[src/hdl/lfqm_pkg.sv]
// ----------------------------------------------------------------------------
// Linked FIFO queue manager package
// Shared constants, operation codes and the command and status groups that
// pass between the controller and the datapath.
// ----------------------------------------------------------------------------
`default_nettype none

package lfqm_pkg;

    // Handle and count widths are fixed by the word format.
    localparam int unsigned HANDLE_W     = 6;
    localparam int unsigned COUNT_W      = 7;
    localparam int unsigned HANDLE_SPACE = 64;

    // Largest number of elements the queue may hold. Handles at or above this
    // value are refused by enqueue.
    localparam int unsigned MAX_ELEMENTS = 64;

    // Effective capacity is bounded by the handle space as well.
    localparam int unsigned CAPACITY_INT =
        (MAX_ELEMENTS < HANDLE_SPACE) ? MAX_ELEMENTS : HANDLE_SPACE;
    localparam logic [COUNT_W-1:0] CAPACITY  = COUNT_W'(CAPACITY_INT);
    localparam logic [12:0]        MAX_ELEM_W = 13'(MAX_ELEMENTS);

    // Operation codes carried by the input word.
    typedef enum logic [1:0] {
        OP_ENQ    = 2'd0,
        OP_DEQ    = 2'd1,
        OP_PEEK   = 2'd2,
        OP_REMOVE = 2'd3
    } t_op;

    // Commands from the controller to the datapath.
    typedef struct packed {
        logic capture;    // latch a new input word and reset the walk
        logic advance;    // step the remove walk to the next link
        logic commit;     // apply the operation and load the output word
        logic rd_en;      // enable the link table read port
        logic rd_follow;  // read at the last link read instead of the head
    } t_dp_cmd;

    // Status from the datapath to the controller.
    typedef struct packed {
        logic walk_more;  // remove walk has not found the handle and has links left
    } t_dp_status;

endpackage

`default_nettype wire

[src/hdl/linked_fifo_queue_manager_unit.sv]
// ----------------------------------------------------------------------------
// Linked FIFO queue manager
// A FIFO of element handles kept as a singly linked list in a next-link
// table, with enqueue, dequeue, peek and remove-by-handle operations.
//
// Input channel: i_in_valid, o_in_stall, word fields i_operation and i_elem.
// Output channel: o_out_valid, i_out_stall, word fields o_out_elem, o_ok,
// o_empty_res and o_elem_count. A word moves at a clock edge where valid is
// high and stall is low.
// One word is processed at a time. After acceptance, enqueue, dequeue and
// peek pass through the work state, where the result is loaded into the
// output register once it is free, and the block then returns to idle for
// the next word. Remove stays in the work state while the walk follows one
// link per cycle through the table's single read port, up to the handle or
// the last link when it is not found, and then loads its result likewise.
// Reset empties the queue at once; link table contents are left as they are
// and no value from an entry is used before that entry is written. When the
// receiver stalls, the output word holds and one more word may be accepted
// and worked on; it then waits until the output register frees up.
// ----------------------------------------------------------------------------
`default_nettype none

module linked_fifo_queue_manager_unit (
    input  wire logic                          i_clk,
    input  wire logic                          i_rst_n,
    input  wire logic                          i_in_valid,
    output logic                               o_in_stall,
    input  wire logic [1:0]                    i_operation,
    input  wire logic [lfqm_pkg::HANDLE_W-1:0] i_elem,
    output logic                               o_out_valid,
    input  wire logic                          i_out_stall,
    output logic [lfqm_pkg::HANDLE_W-1:0]      o_out_elem,
    output logic                               o_ok,
    output logic                               o_empty_res,
    output logic [lfqm_pkg::COUNT_W-1:0]       o_elem_count
);
    import lfqm_pkg::*;

    t_dp_cmd    w_cmd;
    t_dp_status w_status;

    // Sequencer.
    lfqm_ctrl u_ctrl (
        .i_clk       (i_clk),
        .i_rst_n     (i_rst_n),
        .i_in_valid  (i_in_valid),
        .o_in_stall  (o_in_stall),
        .o_out_valid (o_out_valid),
        .i_out_stall (i_out_stall),
        .i_status    (w_status),
        .o_cmd       (w_cmd)
    );

    // Queue state, link table and output word.
    lfqm_datapath u_datapath (
        .i_clk        (i_clk),
        .i_rst_n      (i_rst_n),
        .i_cmd        (w_cmd),
        .o_status     (w_status),
        .i_operation  (i_operation),
        .i_elem       (i_elem),
        .o_out_elem   (o_out_elem),
        .o_ok         (o_ok),
        .o_empty_res  (o_empty_res),
        .o_elem_count (o_elem_count)
    );

    // A reported count never exceeds the capacity.
    a_count_bound: assert property (@(posedge i_clk) disable iff (!i_rst_n)
        o_out_valid |-> (o_elem_count <= CAPACITY))
        else $error("element count above capacity");

    // The empty flag agrees with the count.
    a_empty_flag: assert property (@(posedge i_clk) disable iff (!i_rst_n)
        o_out_valid |-> (o_empty_res == (o_elem_count == '0)))
        else $error("empty flag disagrees with count");

    // Only one word is in progress: an accepted word blocks the next cycle.
    a_one_at_a_time: assert property (@(posedge i_clk) disable iff (!i_rst_n)
        (i_in_valid && !o_in_stall) |=> o_in_stall)
        else $error("second word accepted while one is in progress");

    // A new output word appears only after a word was taken in.
    a_out_after_work: assert property (@(posedge i_clk) disable iff (!i_rst_n)
        $rose(o_out_valid) |-> $past(o_in_stall))
        else $error("output word without a word in progress");

endmodule

`default_nettype wire

[src/hdl/lfqm_ctrl.sv]
// ----------------------------------------------------------------------------
// Linked FIFO queue manager controller
// Two-state sequencer that takes one word at a time, runs the remove walk
// and owns the output word valid flag.
// ----------------------------------------------------------------------------
`default_nettype none

module lfqm_ctrl (
    input  wire logic                 i_clk,
    input  wire logic                 i_rst_n,
    input  wire logic                 i_in_valid,
    output logic                      o_in_stall,
    output logic                      o_out_valid,
    input  wire logic                 i_out_stall,
    input  lfqm_pkg::t_dp_status      i_status,
    output lfqm_pkg::t_dp_cmd         o_cmd
);
    import lfqm_pkg::*;

    typedef enum logic [1:0] {
        S_IDLE = 2'b01,
        S_WORK = 2'b10
    } t_state;

    t_state  r_state;
    t_state  n_state;
    logic    r_out_valid;
    logic    n_out_valid;
    logic    w_out_free;
    t_dp_cmd w_cmd;

    // The output register can take a new word when empty or being drained.
    assign w_out_free = !r_out_valid || !i_out_stall;

    // Next state and datapath commands.
    always_comb begin
        w_cmd   = '0;
        n_state = r_state;
        unique case (r_state)
            S_IDLE: begin
                // Keep the head link prefetched so dequeue and the walk start at once.
                w_cmd.rd_en   = 1'b1;
                w_cmd.capture = i_in_valid;
                if (i_in_valid) begin
                    n_state = S_WORK;
                end
            end
            S_WORK: begin
                w_cmd.rd_follow = 1'b1;
                if (i_status.walk_more) begin
                    w_cmd.advance = 1'b1;
                    w_cmd.rd_en   = 1'b1;
                end else if (w_out_free) begin
                    w_cmd.commit = 1'b1;
                    w_cmd.rd_en  = 1'b1;
                    n_state      = S_IDLE;
                end
            end
            default: begin
                n_state = S_IDLE;
            end
        endcase
    end

    // Output word valid flag.
    assign n_out_valid = w_cmd.commit || (r_out_valid && i_out_stall);

    always_ff @(posedge i_clk) begin
        if (!i_rst_n) begin
            r_state     <= S_IDLE;
            r_out_valid <= 1'b0;
        end else begin
            r_state     <= n_state;
            r_out_valid <= n_out_valid;
        end
    end

    assign o_in_stall  = (r_state != S_IDLE);
    assign o_out_valid = r_out_valid;
    assign o_cmd       = w_cmd;

endmodule

`default_nettype wire

[src/hdl/lfqm_datapath.sv]
// ----------------------------------------------------------------------------
// Linked FIFO queue manager datapath
// Head, tail and count registers, the next-link table, the remove walk
// registers and the output word registers.
// ----------------------------------------------------------------------------
`default_nettype none

module lfqm_datapath (
    input  wire logic                          i_clk,
    input  wire logic                          i_rst_n,
    input  lfqm_pkg::t_dp_cmd                  i_cmd,
    output lfqm_pkg::t_dp_status               o_status,
    input  wire logic [1:0]                    i_operation,
    input  wire logic [lfqm_pkg::HANDLE_W-1:0] i_elem,
    output logic [lfqm_pkg::HANDLE_W-1:0]      o_out_elem,
    output logic                               o_ok,
    output logic                               o_empty_res,
    output logic [lfqm_pkg::COUNT_W-1:0]       o_elem_count
);
    import lfqm_pkg::*;

    // Queue state.
    logic [HANDLE_W-1:0] r_head;
    logic [HANDLE_W-1:0] r_tail;
    logic [COUNT_W-1:0]  r_count;
    logic [HANDLE_W-1:0] n_head;
    logic [HANDLE_W-1:0] n_tail;
    logic [COUNT_W-1:0]  n_count;

    // Latched input word and walk registers.
    t_op                 r_op;
    logic [HANDLE_W-1:0] r_elem;
    logic [HANDLE_W-1:0] r_cur;
    logic [HANDLE_W-1:0] r_prev;
    logic                r_has_prev;
    logic [HANDLE_W-1:0] r_idx;

    // Link table.
    logic [HANDLE_W-1:0] r_link [HANDLE_SPACE];
    logic [HANDLE_W-1:0] r_rd_data;
    logic [HANDLE_W-1:0] w_raddr;
    logic                w_we;
    logic [HANDLE_W-1:0] w_waddr;
    logic [HANDLE_W-1:0] w_wdata;

    // Output word.
    logic [HANDLE_W-1:0] r_out_elem;
    logic                r_out_ok;
    logic                r_out_empty;
    logic [COUNT_W-1:0]  r_out_count;
    logic [HANDLE_W-1:0] w_res_elem;
    logic                w_res_ok;

    // Decoded conditions.
    logic                w_count_nz;
    logic                w_match;
    logic                w_is_last;
    logic                w_enq_ok;
    logic [HANDLE_W-1:0] w_succ;

    assign w_count_nz = (r_count != '0);
    assign w_match    = w_count_nz && (r_cur == r_elem);
    assign w_is_last  = ({1'b0, r_idx} + COUNT_W'(1)) == r_count;
    assign w_enq_ok   = ({7'b0, r_elem} < MAX_ELEM_W) && (r_count < CAPACITY);
    assign w_succ     = w_is_last ? '0 : r_rd_data;

    assign o_status.walk_more = (r_op == OP_REMOVE) && w_count_nz && !w_match && !w_is_last;

    // Next queue state and result of the current operation.
    always_comb begin
        n_head     = r_head;
        n_tail     = r_tail;
        n_count    = r_count;
        w_we       = 1'b0;
        w_waddr    = r_tail;
        w_wdata    = r_elem;
        w_res_elem = r_elem;
        w_res_ok   = 1'b0;
        unique case (r_op) inside
            OP_ENQ: begin
                if (w_enq_ok) begin
                    w_res_ok = 1'b1;
                    if (!w_count_nz) begin
                        n_head = r_elem;
                    end else begin
                        w_we = 1'b1;
                    end
                    n_tail  = r_elem;
                    n_count = r_count + COUNT_W'(1);
                end
            end
            OP_DEQ, OP_PEEK: begin
                if (w_count_nz) begin
                    w_res_elem = r_head;
                    w_res_ok   = 1'b1;
                    if (r_op == OP_DEQ) begin
                        // The head link was read while idle.
                        n_count = r_count - COUNT_W'(1);
                        n_head  = r_rd_data;
                    end
                end else begin
                    w_res_elem = '0;
                end
            end
            OP_REMOVE: begin
                if (w_match) begin
                    w_res_ok = 1'b1;
                    if (r_has_prev) begin
                        // Bridge the predecessor over the removed handle.
                        if (!w_is_last) begin
                            w_we    = 1'b1;
                            w_waddr = r_prev;
                            w_wdata = w_succ;
                        end
                    end else begin
                        n_head = w_succ;
                    end
                    if (w_is_last) begin
                        n_tail = r_prev;
                    end
                    n_count = r_count - COUNT_W'(1);
                end
            end
            default: begin
                w_res_ok = 1'b0;
            end
        endcase
        // An empty queue parks both ends at zero.
        if (n_count == '0) begin
            n_head = '0;
            n_tail = '0;
        end
    end

    // Read address follows the last link read during the walk.
    assign w_raddr = i_cmd.rd_follow ? r_rd_data : r_head;

    // Link table with registered read data.
    always_ff @(posedge i_clk) begin
        if (i_cmd.commit && w_we) begin
            r_link[w_waddr] <= w_wdata;
        end
        if (i_cmd.rd_en) begin
            r_rd_data <= r_link[w_raddr];
        end
    end

    // Queue state registers.
    always_ff @(posedge i_clk) begin
        if (!i_rst_n) begin
            r_head  <= '0;
            r_tail  <= '0;
            r_count <= '0;
        end else if (i_cmd.commit) begin
            r_head  <= n_head;
            r_tail  <= n_tail;
            r_count <= n_count;
        end
    end

    // Input word capture and walk stepping.
    always_ff @(posedge i_clk) begin
        if (i_cmd.capture) begin
            r_op       <= t_op'(i_operation);
            r_elem     <= i_elem;
            r_cur      <= r_head;
            r_prev     <= '0;
            r_has_prev <= 1'b0;
            r_idx      <= '0;
        end else if (i_cmd.advance) begin
            r_prev     <= r_cur;
            r_has_prev <= 1'b1;
            r_cur      <= r_rd_data;
            r_idx      <= r_idx + HANDLE_W'(1);
        end
    end

    // Output word registers.
    always_ff @(posedge i_clk) begin
        if (i_cmd.commit) begin
            r_out_elem  <= w_res_elem;
            r_out_ok    <= w_res_ok;
            r_out_empty <= (n_count == '0);
            r_out_count <= n_count;
        end
    end

    assign o_out_elem   = r_out_elem;
    assign o_ok         = r_out_ok;
    assign o_empty_res  = r_out_empty;
    assign o_elem_count = r_out_count;

endmodule

`default_nettype wire

[config.mk]
export PLATFORM = sky130hd
export DESIGN_NAME = linked_fifo_queue_manager_unit
export DESIGN_NICKNAME = d
export VERILOG_FILES = /design/src/hdl/lfqm_pkg.sv /design/src/hdl/linked_fifo_queue_manager_unit.sv /design/src/hdl/lfqm_ctrl.sv /design/src/hdl/lfqm_datapath.sv
export SDC_FILE = /design/constraint.sdc
export NUM_CORES = 1
export LEC_CHECK = 0
export BUFFER_PORTS_ARGS = -buffer_cell sky130_fd_sc_hd__buf_2
export CAP_MARGIN = 20
export CORE_ASPECT_RATIO = 0.9
export CORE_UTILIZATION = 50
export CTS_CLUSTER_SIZE = 25
export DETAILED_ROUTE_END_ITERATION = 10
export PLACE_DENSITY = 0.71
export SETUP_SLACK_MARGIN = 0.05
export SLEW_MARGIN = 20
export SYNTH_ARGS = -nofsm -noshare
export SYNTH_HDL_FRONTEND = slang
export SYNTH_SLANG_ARGS = --single-unit
[constraint.sdc]
create_clock -name i_clk -period 11.1 [get_ports i_clk]
set_clock_uncertainty 0.15 [all_clocks]
set_input_delay 0.555 -clock i_clk [delete_from_list [all_inputs] [get_ports i_clk]]
set_output_delay 0.555 -clock i_clk [all_outputs]
set_load 0.02 [all_outputs]
======== After elaboration in Yosys (flattened, before gate mapping) ========
Memory sizes are Yosys's and may differ from the RTL's. A register that Yosys moved wholly into a read port is not among the register bits.
Cells that the tools add are included.
word-level totals
  register bits ........................... 64
  RAM bits ................................ 384
  output and inout port bits .............. 17
  memories ................................ 1
operators by class
  add/sub/neg operators ................... 4
  magnitude comparators ................... 1
  equal/unequal tests ..................... 18
  mux-type cells .......................... 55
  reductions and logical operators ........ 22
memory list
  name               words  width  read ports  clocked after memory_dff  write ports  line                 text
  u_datapath.r_link  64     6      1           1                         1            lfqm_datapath.sv:39  logic [HANDLE_W-1:0] r_link [HANDLE_SPACE];
operators with widths
  cell                 count
  $mux 6               25
  $mux 7               4
  $pmux 7 s3           1
  $pmux 6 s3           1
  $mux 1               14
  $pmux 6 s2           1
  $mux 2               5
  $ne 3x2->1 const B   3
  $reduce_and 8->1     1
  $add 6x1->7 const B  1
  $add 7x1->7 const B  1
  $eq 7x7->1           1
  $logic_not 7->1      1
  $lt 7x7->1 const B   1
  $reduce_bool 7->1    1
  $sub 7x1->7 const B  1
  $add 6x1->6 const B  1
  $eq 2x2->1 const B   3
  $eq 6x6->1           1
  $logic_and 1x1->1    6
  $ne 3x1->1 const B   2
  $ne 3x3->1 const B   2
  $reduce_and 5->1     1
  $eq 2x1->1 const B   2
  13 further kinds     20

======== Logic depth before layout (Yosys ltp) ========
  word-level depth ........................ 10
  mapped depth ............................ 12
  gate-level depth less buffers ........... 10

======== By module ========
A second synthesis with hierarchy kept.
unflattened totals
  cells, all modules ...................... 1,149
  area, all modules ....................... 19,078.3 µm²
modules (own cells, without submodules)
  module         instances  cells each  area each (µm²)
  lfqm_datapath  1          1,127       18,894.4
  lfqm_ctrl      1          22          183.9

======== Least setup slack after synthesis ========
OpenSTA, ideal clock, no wires.
  path type ............................... reg2reg
  start point ............................. register u_datapath.r_count[0]
  end point ............................... memory u_datapath.r_link[0][0], data pin
  data arrival time ....................... 4.721 ns
  required time ........................... 10.248 ns
  path slack .............................. 5.528 ns
  stages on the path, launching flop included .. 12
  cells stage by stage .................... dfxtp_1 > clkbuf_1 > inv_1 > ha_1 > or4b_4 > nor2_2 > nor3_1 > and4_1 > clkbuf_1 > clkbuf_1 > clkbuf_1 > o21ai_0
between the ends
  cells in the longest elaborated chain, start to end .. 6
  elaborated cells between the ends (all ways) .. 8
  those cells by class .................... eq/ne (1); mux (5); reduce/logical (2)
RTL lines
  element                          line                  text
  from (decl)                      lfqm_datapath.sv:25   logic [COUNT_W-1:0] r_count;
  from (signal assigned)           lfqm_datapath.sv:157  r_count <= n_count;
  $eq 7x7->1                       lfqm_datapath.sv:63   assign w_is_last = ({1'b0, r_idx} + COUNT_W'(1)) == r_count;
  $mux 6                           lfqm_datapath.sv:65   assign w_succ = w_is_last ? '0 : r_rd_data;
  $mux 6                           lfqm_datapath.sv:110  if (!w_is_last) begin
  $mux 6                           lfqm_datapath.sv:108  if (r_has_prev) begin
  $mux 6 *                         lfqm_datapath.sv:106  if (w_match) begin
  $mux 6 *                         lfqm_datapath.sv:79   unique case (r_op) inside
  named net u_datapath.w_wdata[0]  lfqm_datapath.sv:44   logic [HANDLE_W-1:0] w_wdata;
  to (decl)                        lfqm_datapath.sv:39
The timed path passes the listed nets; every way through them passes the cells marked *.

======== Worst setup path in the final report ========
  start point ............................. register u_ctrl.r_state[0]
  end point ............................... register u_datapath.r_rd_data[4] (read register of u_datapath.r_link), data pin
between the ends
  cells in the longest elaborated chain, start to end .. 3
  elaborated cells between the ends (all ways) .. 5
  those cells by class .................... eq/ne (2); mux (3)
RTL lines
  element                 line                  text
  from (decl)             lfqm_ctrl.sv:25       t_state r_state;
  from (signal assigned)  lfqm_ctrl.sv:73       r_state <= n_state;
  $eq 2x2->1              lfqm_ctrl.sv:39       unique case (r_state)
  $mux 1                  lfqm_ctrl.sv:39
  $mux 6                  lfqm_datapath.sv:136  assign w_raddr = i_cmd.rd_follow ? r_rd_data : r_head;
  to (decl)               lfqm_datapath.sv:40   logic [HANDLE_W-1:0] r_rd_data;
Parallel ways exist; a longest one is shown, timed or not.
A chain may end at the register's enable or synchronous reset.

==> Flow_metrics.wiki <==
{| class="wikitable"
! Metric !! Value
|-
| Routed wire per std cell || 25.4 µm
|-
| HPWL after detailed placement || 27100 µm
|-
| Setup crit end kind || flop
|-
| Tightest Hold Check Type || input port to flop
|-
| Count of fill cells added during filler insertion || 2821
|-
| Via total after detailed routing || 11000
|-
| Part of the cycle the worst path needs || 41.4%
|-
| Max-cap violations || 0
|-
| End of the worst register-to-register path || u_datapath.r_rd_data[4]
|-
| Simple-gate share of the synthesized area || 7.93%
|-
| Power per cell area || 172 mW/mm²
|-
| Worst setup slack before clock tree synthesis || 6.45 ns
|-
| Residual overflow from global routing || 0
|-
| Area of the mapped netlist || 0.0191 mm²
|-
| Clock edge transition at the registers on the reported setup and hold paths || 0.07 ns
|-
| Number of gates given a new drive strength after cts || 0
|-
| Maximum resistive drop on vdd || 117 µV
|-
| Number of global-route vias before repair || 10800
|-
| Total clock sinks || 454
|-
| Mean instance size in the synthesized netlist || 16.2 µm²
|-
| Relative max-transition margin || 29.9%
|-
| Antenna violations before repair || 0
|-
| Worst-Margin Slew || 1.05 ns
|-
| Number of pins exceeding their max-slew limit in the final report || 0
|-
| Most common flop cell mapped by yosys || sky130_fd_sc_hd__edfxtp_1
|-
| Leading post-synthesis cells by cell area || sky130_fd_sc_hd__edfxtp_1 66%, sky130_fd_sc_hd__mux4_2 11%, sky130_fd_sc_hd__dfxtp_1 3.7%
|-
| Global router's overall resource usage || 23.0%
|-
| Global-route wire length before repair || 67300 µm
|-
| Worst setup path class || flop to flop
|-
| Count of buffers from port buffering || 28
|-
| Worst setup path startpoint || u_ctrl.r_state[0]
|-
| Setup TNS after final layout || 0 ns
|-
| Final ANT Viol Nets || 0
|-
| Post-synthesis net count || 1199
|-
| Crit path DAT || 4.72 ns
|-
| Fraction of post-synthesis cell area in the top cell type by area || 66.0%
|-
| Die Area || 0.0389 mm²
|-
| Final hold slack || 0.0236 ns
|-
| Setup repair after global routing missed its margin || false
|-
| RePlAce Congestion || 0.908
|-
| Number of buffers inserted by hold repair at cts || 0
|-
| Startpoint of the worst-slack reg-to-reg timing path || u_ctrl.r_state[0]
|-
| Placeable Area || 0.0374 mm²
|-
| Final core area utilization || 57.3%
|-
| Number of H-tree levels || 2
|-
| Adder and majority gate portion of the synthesized area || 0.591%
|-
| Status || complete, no violations
|-
| Post-route DRC || 0
|-
| Lkg Pwr || 7.08 nW
|-
| Worst Slack Setup Final || 6.51 ns
|-
| Latest clock arrival within the worst-skew pair || 0.58 ns
|-
| Detailed-router iteration count before antenna repair || 5
|-
| Count of cell types in the netlist || 65
|-
| Horizontal die dimension || 208 µm
|-
| Post-detailed-routing wire length || 43900 µm
|-
| Top-level port count || 29
|-
| Maximum fanout encountered on the critical timing path || 40
|-
| TritonCTS Buffers || 45
|-
| Buffers from clock root to sink, at most || 3
|-
| Mapped Cells || 1178
|-
| Period minus WS final || 4.59 ns
|-
| Layout overhead on the synthesized area || 12.4%
|-
| Warnings, synthesis || 0
|-
| Vertical die dimension || 187 µm
|-
| Post-synthesis share of cell area spent on xor and xnor gates || 0.965%
|-
| Slack of the worst reg-to-reg path || 6.51 ns
|-
| TritonCTS clock tree || yes
|-
| Post CTS Setup Buffer Count || 0
|-
| Root buffer selected by CTS || sky130_fd_sc_hd__clkbuf_16
|-
| Number of vias per cell || 6.35
|-
| Initial DRC Count || 1167
|-
| Standard-cell rows || 67
|-
| Sequential fraction of the synthesis area || 69.7%
|-
| Post-synth EDFFs || 419
|-
| Complex-gate fraction of the synthesized area || 6.04%
|-
| Worst min-delay path endpoint || u_datapath.r_elem[3]
|-
| Largest area contributor in the netlist || sky130_fd_sc_hd__edfxtp_1
|-
| Worst Path Required || 11.22 ns
|-
| Critical hold path startpoint || i_elem[3]
|-
| Highest Clock Rate || 218 MHz
|-
| Number of cells on the worst hold path || 1
|-
| Worst-case reg-to-reg path depth || 11
|-
| Inserted Diodes || 0
|-
| Share of post-route cells with drive strength above 1 || 19.1%
|-
| Post-layout net count || 1230
|-
| Number of failing setup endpoints in the final timing report || 0
|-
| Dominant combinational cell family by area after synthesis || multiplexers
|-
| Endpoints failing hold || 0
|-
| Starting density of the core || 51.0%
|-
| Share of cell area taken by muxes after synthesis || 12.9%
|-
| Largest net degree at the start of global routing || 71
|-
| Flip-flop and latch count after synthesis || 454
|-
| Fraction of registers with async set or reset after synthesis || 0%
|-
| Crit start category || flop
|}
==> sequential cells by signal, indices dropped and copies added (netlist names), 2 cells and up <==
signal,cells
u_ctrl.r_state,2
u_datapath.o_elem_count,7
u_datapath.o_out_elem,6
u_datapath.r_count,7
u_datapath.r_cur,6
u_datapath.r_elem,6
u_datapath.r_head,6
u_datapath.r_idx,6
u_datapath.r_link,384
u_datapath.r_op,2
u_datapath.r_prev,6
u_datapath.r_rd_data,6
u_datapath.r_tail,6
==> power breakdown <==
| group | internal (W) | switching, W | leakage, nW | total [W] |
|---|---|---|---|---|
| clock network | 0.000948 | 0.000653 | 0.756 | 0.00160 |
| registers | 0.00189 | 0.0000178 | 4.07 | 0.00191 |
| logic | 0.0000541 | 0.000118 | 2.25 | 0.000172 |
==> kinds of logic (layout without fill, tap and decap cells) <==
| kind of cell | Yosys count | after routing |
|---|---|---|
| multiplexers | 126 | 126 |
| flip-flops | 454 | 454 |
| adder cells (fa/ha/maj) | 9 | 9 |
| XOR/XNOR | 21 | 21 |
| buffers and inverters | 88 | 154 |
| AO/OA/AOI/OAI | 169 | 169 |
| AND/OR/NAND/NOR | 311 | 311 |
==> cell usage after synthesis (all sizes together) (6+ instances only) <==
library cell    n
ha              9
nor2          100
o21ai          35
a31oi          20
inv            22
nand3          16
xor2            8
nor3           15
buf            15
nor4b           8
nand2         101
a21oi          24
a211oi         35
mux2i          29
mux4           96
nor4bb          7
clkbuf         51
xnor2          13
a311oi         12
o2bb2ai         6
edfxtp        419
dfxtp          35
and2           26
==> layout by cell type, fill, tap and decap left out, drive strengths merged, types with 4 or more instances in the layout <==
cell type,instances
o21ai,35
a31oi,20
ha,9
nor2b,5
nor2,100
a211oi,35
mux2i,29
xnor2,13
nand2,101
mux4,96
o221ai,4
o2bb2ai,6
nor3,15
nor4b,8
bufinv,8
a311oi,12
nand3,16
buf,50
inv,23
edfxtp,419
xor2,8
a21oi,24
and3,5
dfxtp,35
clkinv,17
nor4,4
clkbuf,55
and2,26
nor4bb,7
==> worst max-delay path by stage <==
stage / end / slack (ns) / cells after the start
floorplan: u_datapath.r_link[0][0] / 5.53 / 11
global placement: u_datapath.r_rd_data[4] / 6.48 / 11
detailed placement: u_datapath.r_rd_data[4] / 6.45 / 11
CTS: u_datapath.r_rd_data[4] / 6.42 / 11
global route: u_datapath.r_rd_data[4] / 6.16 / 11
finish: u_datapath.r_rd_data[4] / 6.51 / 11
==> critical path: stages (launching register included) <==
cell	delay [ns]
sky130_fd_sc_hd__dfxtp_1	0.32
sky130_fd_sc_hd__inv_1	0.06
sky130_fd_sc_hd__ha_1	0.65
sky130_fd_sc_hd__mux2i_4	0.34
sky130_fd_sc_hd__buf_4	0.53
sky130_fd_sc_hd__buf_4	0.75
sky130_fd_sc_hd__mux4_2	0.58
sky130_fd_sc_hd__and2_1	0.17
sky130_fd_sc_hd__a211oi_1	0.26
sky130_fd_sc_hd__a311oi_1	0.13
sky130_fd_sc_hd__a21oi_1	0.20
sky130_fd_sc_hd__a21oi_1	0.11
==> area by class of cell <==
type                    instances  area [µm²]  area share, %
flip-flops and latches        454       13300           62.0
repair buffers                 50         305           1.43
inverters                      22        82.6          0.386
well taps                     483         604           2.82
multi-input cells             636        5570           26.0
clock inverters                27         394           1.84
clock buffers                  55        1170           5.48
==> per-stage QoR <==
| step | instances | area [µm²] | power, W |
|---|---|---|---|
| detailed placement | 1645 | 19800 | 0.00212 |
| global route | 1727 | 21400 | 0.00378 |
| global placement | 1645 | 19800 | 0.00211 |
| finish | 1727 | 21400 | 0.00368 |
| CTS | 1727 | 21400 | 0.00370 |
| floorplan | 1178 | 19100 | 0.00205 |
==> routing by layer <==
metal	global-route usage (%)	vias up	part of all wire (%)
met1	34.1	5598	43
met5	0	-	0
met2	34.7	542	46
met4	7.04	0	2.5
li1	-	4733	-
met3	4.50	89	9.1
Note: power is estimated with default switching activity, not from simulation.
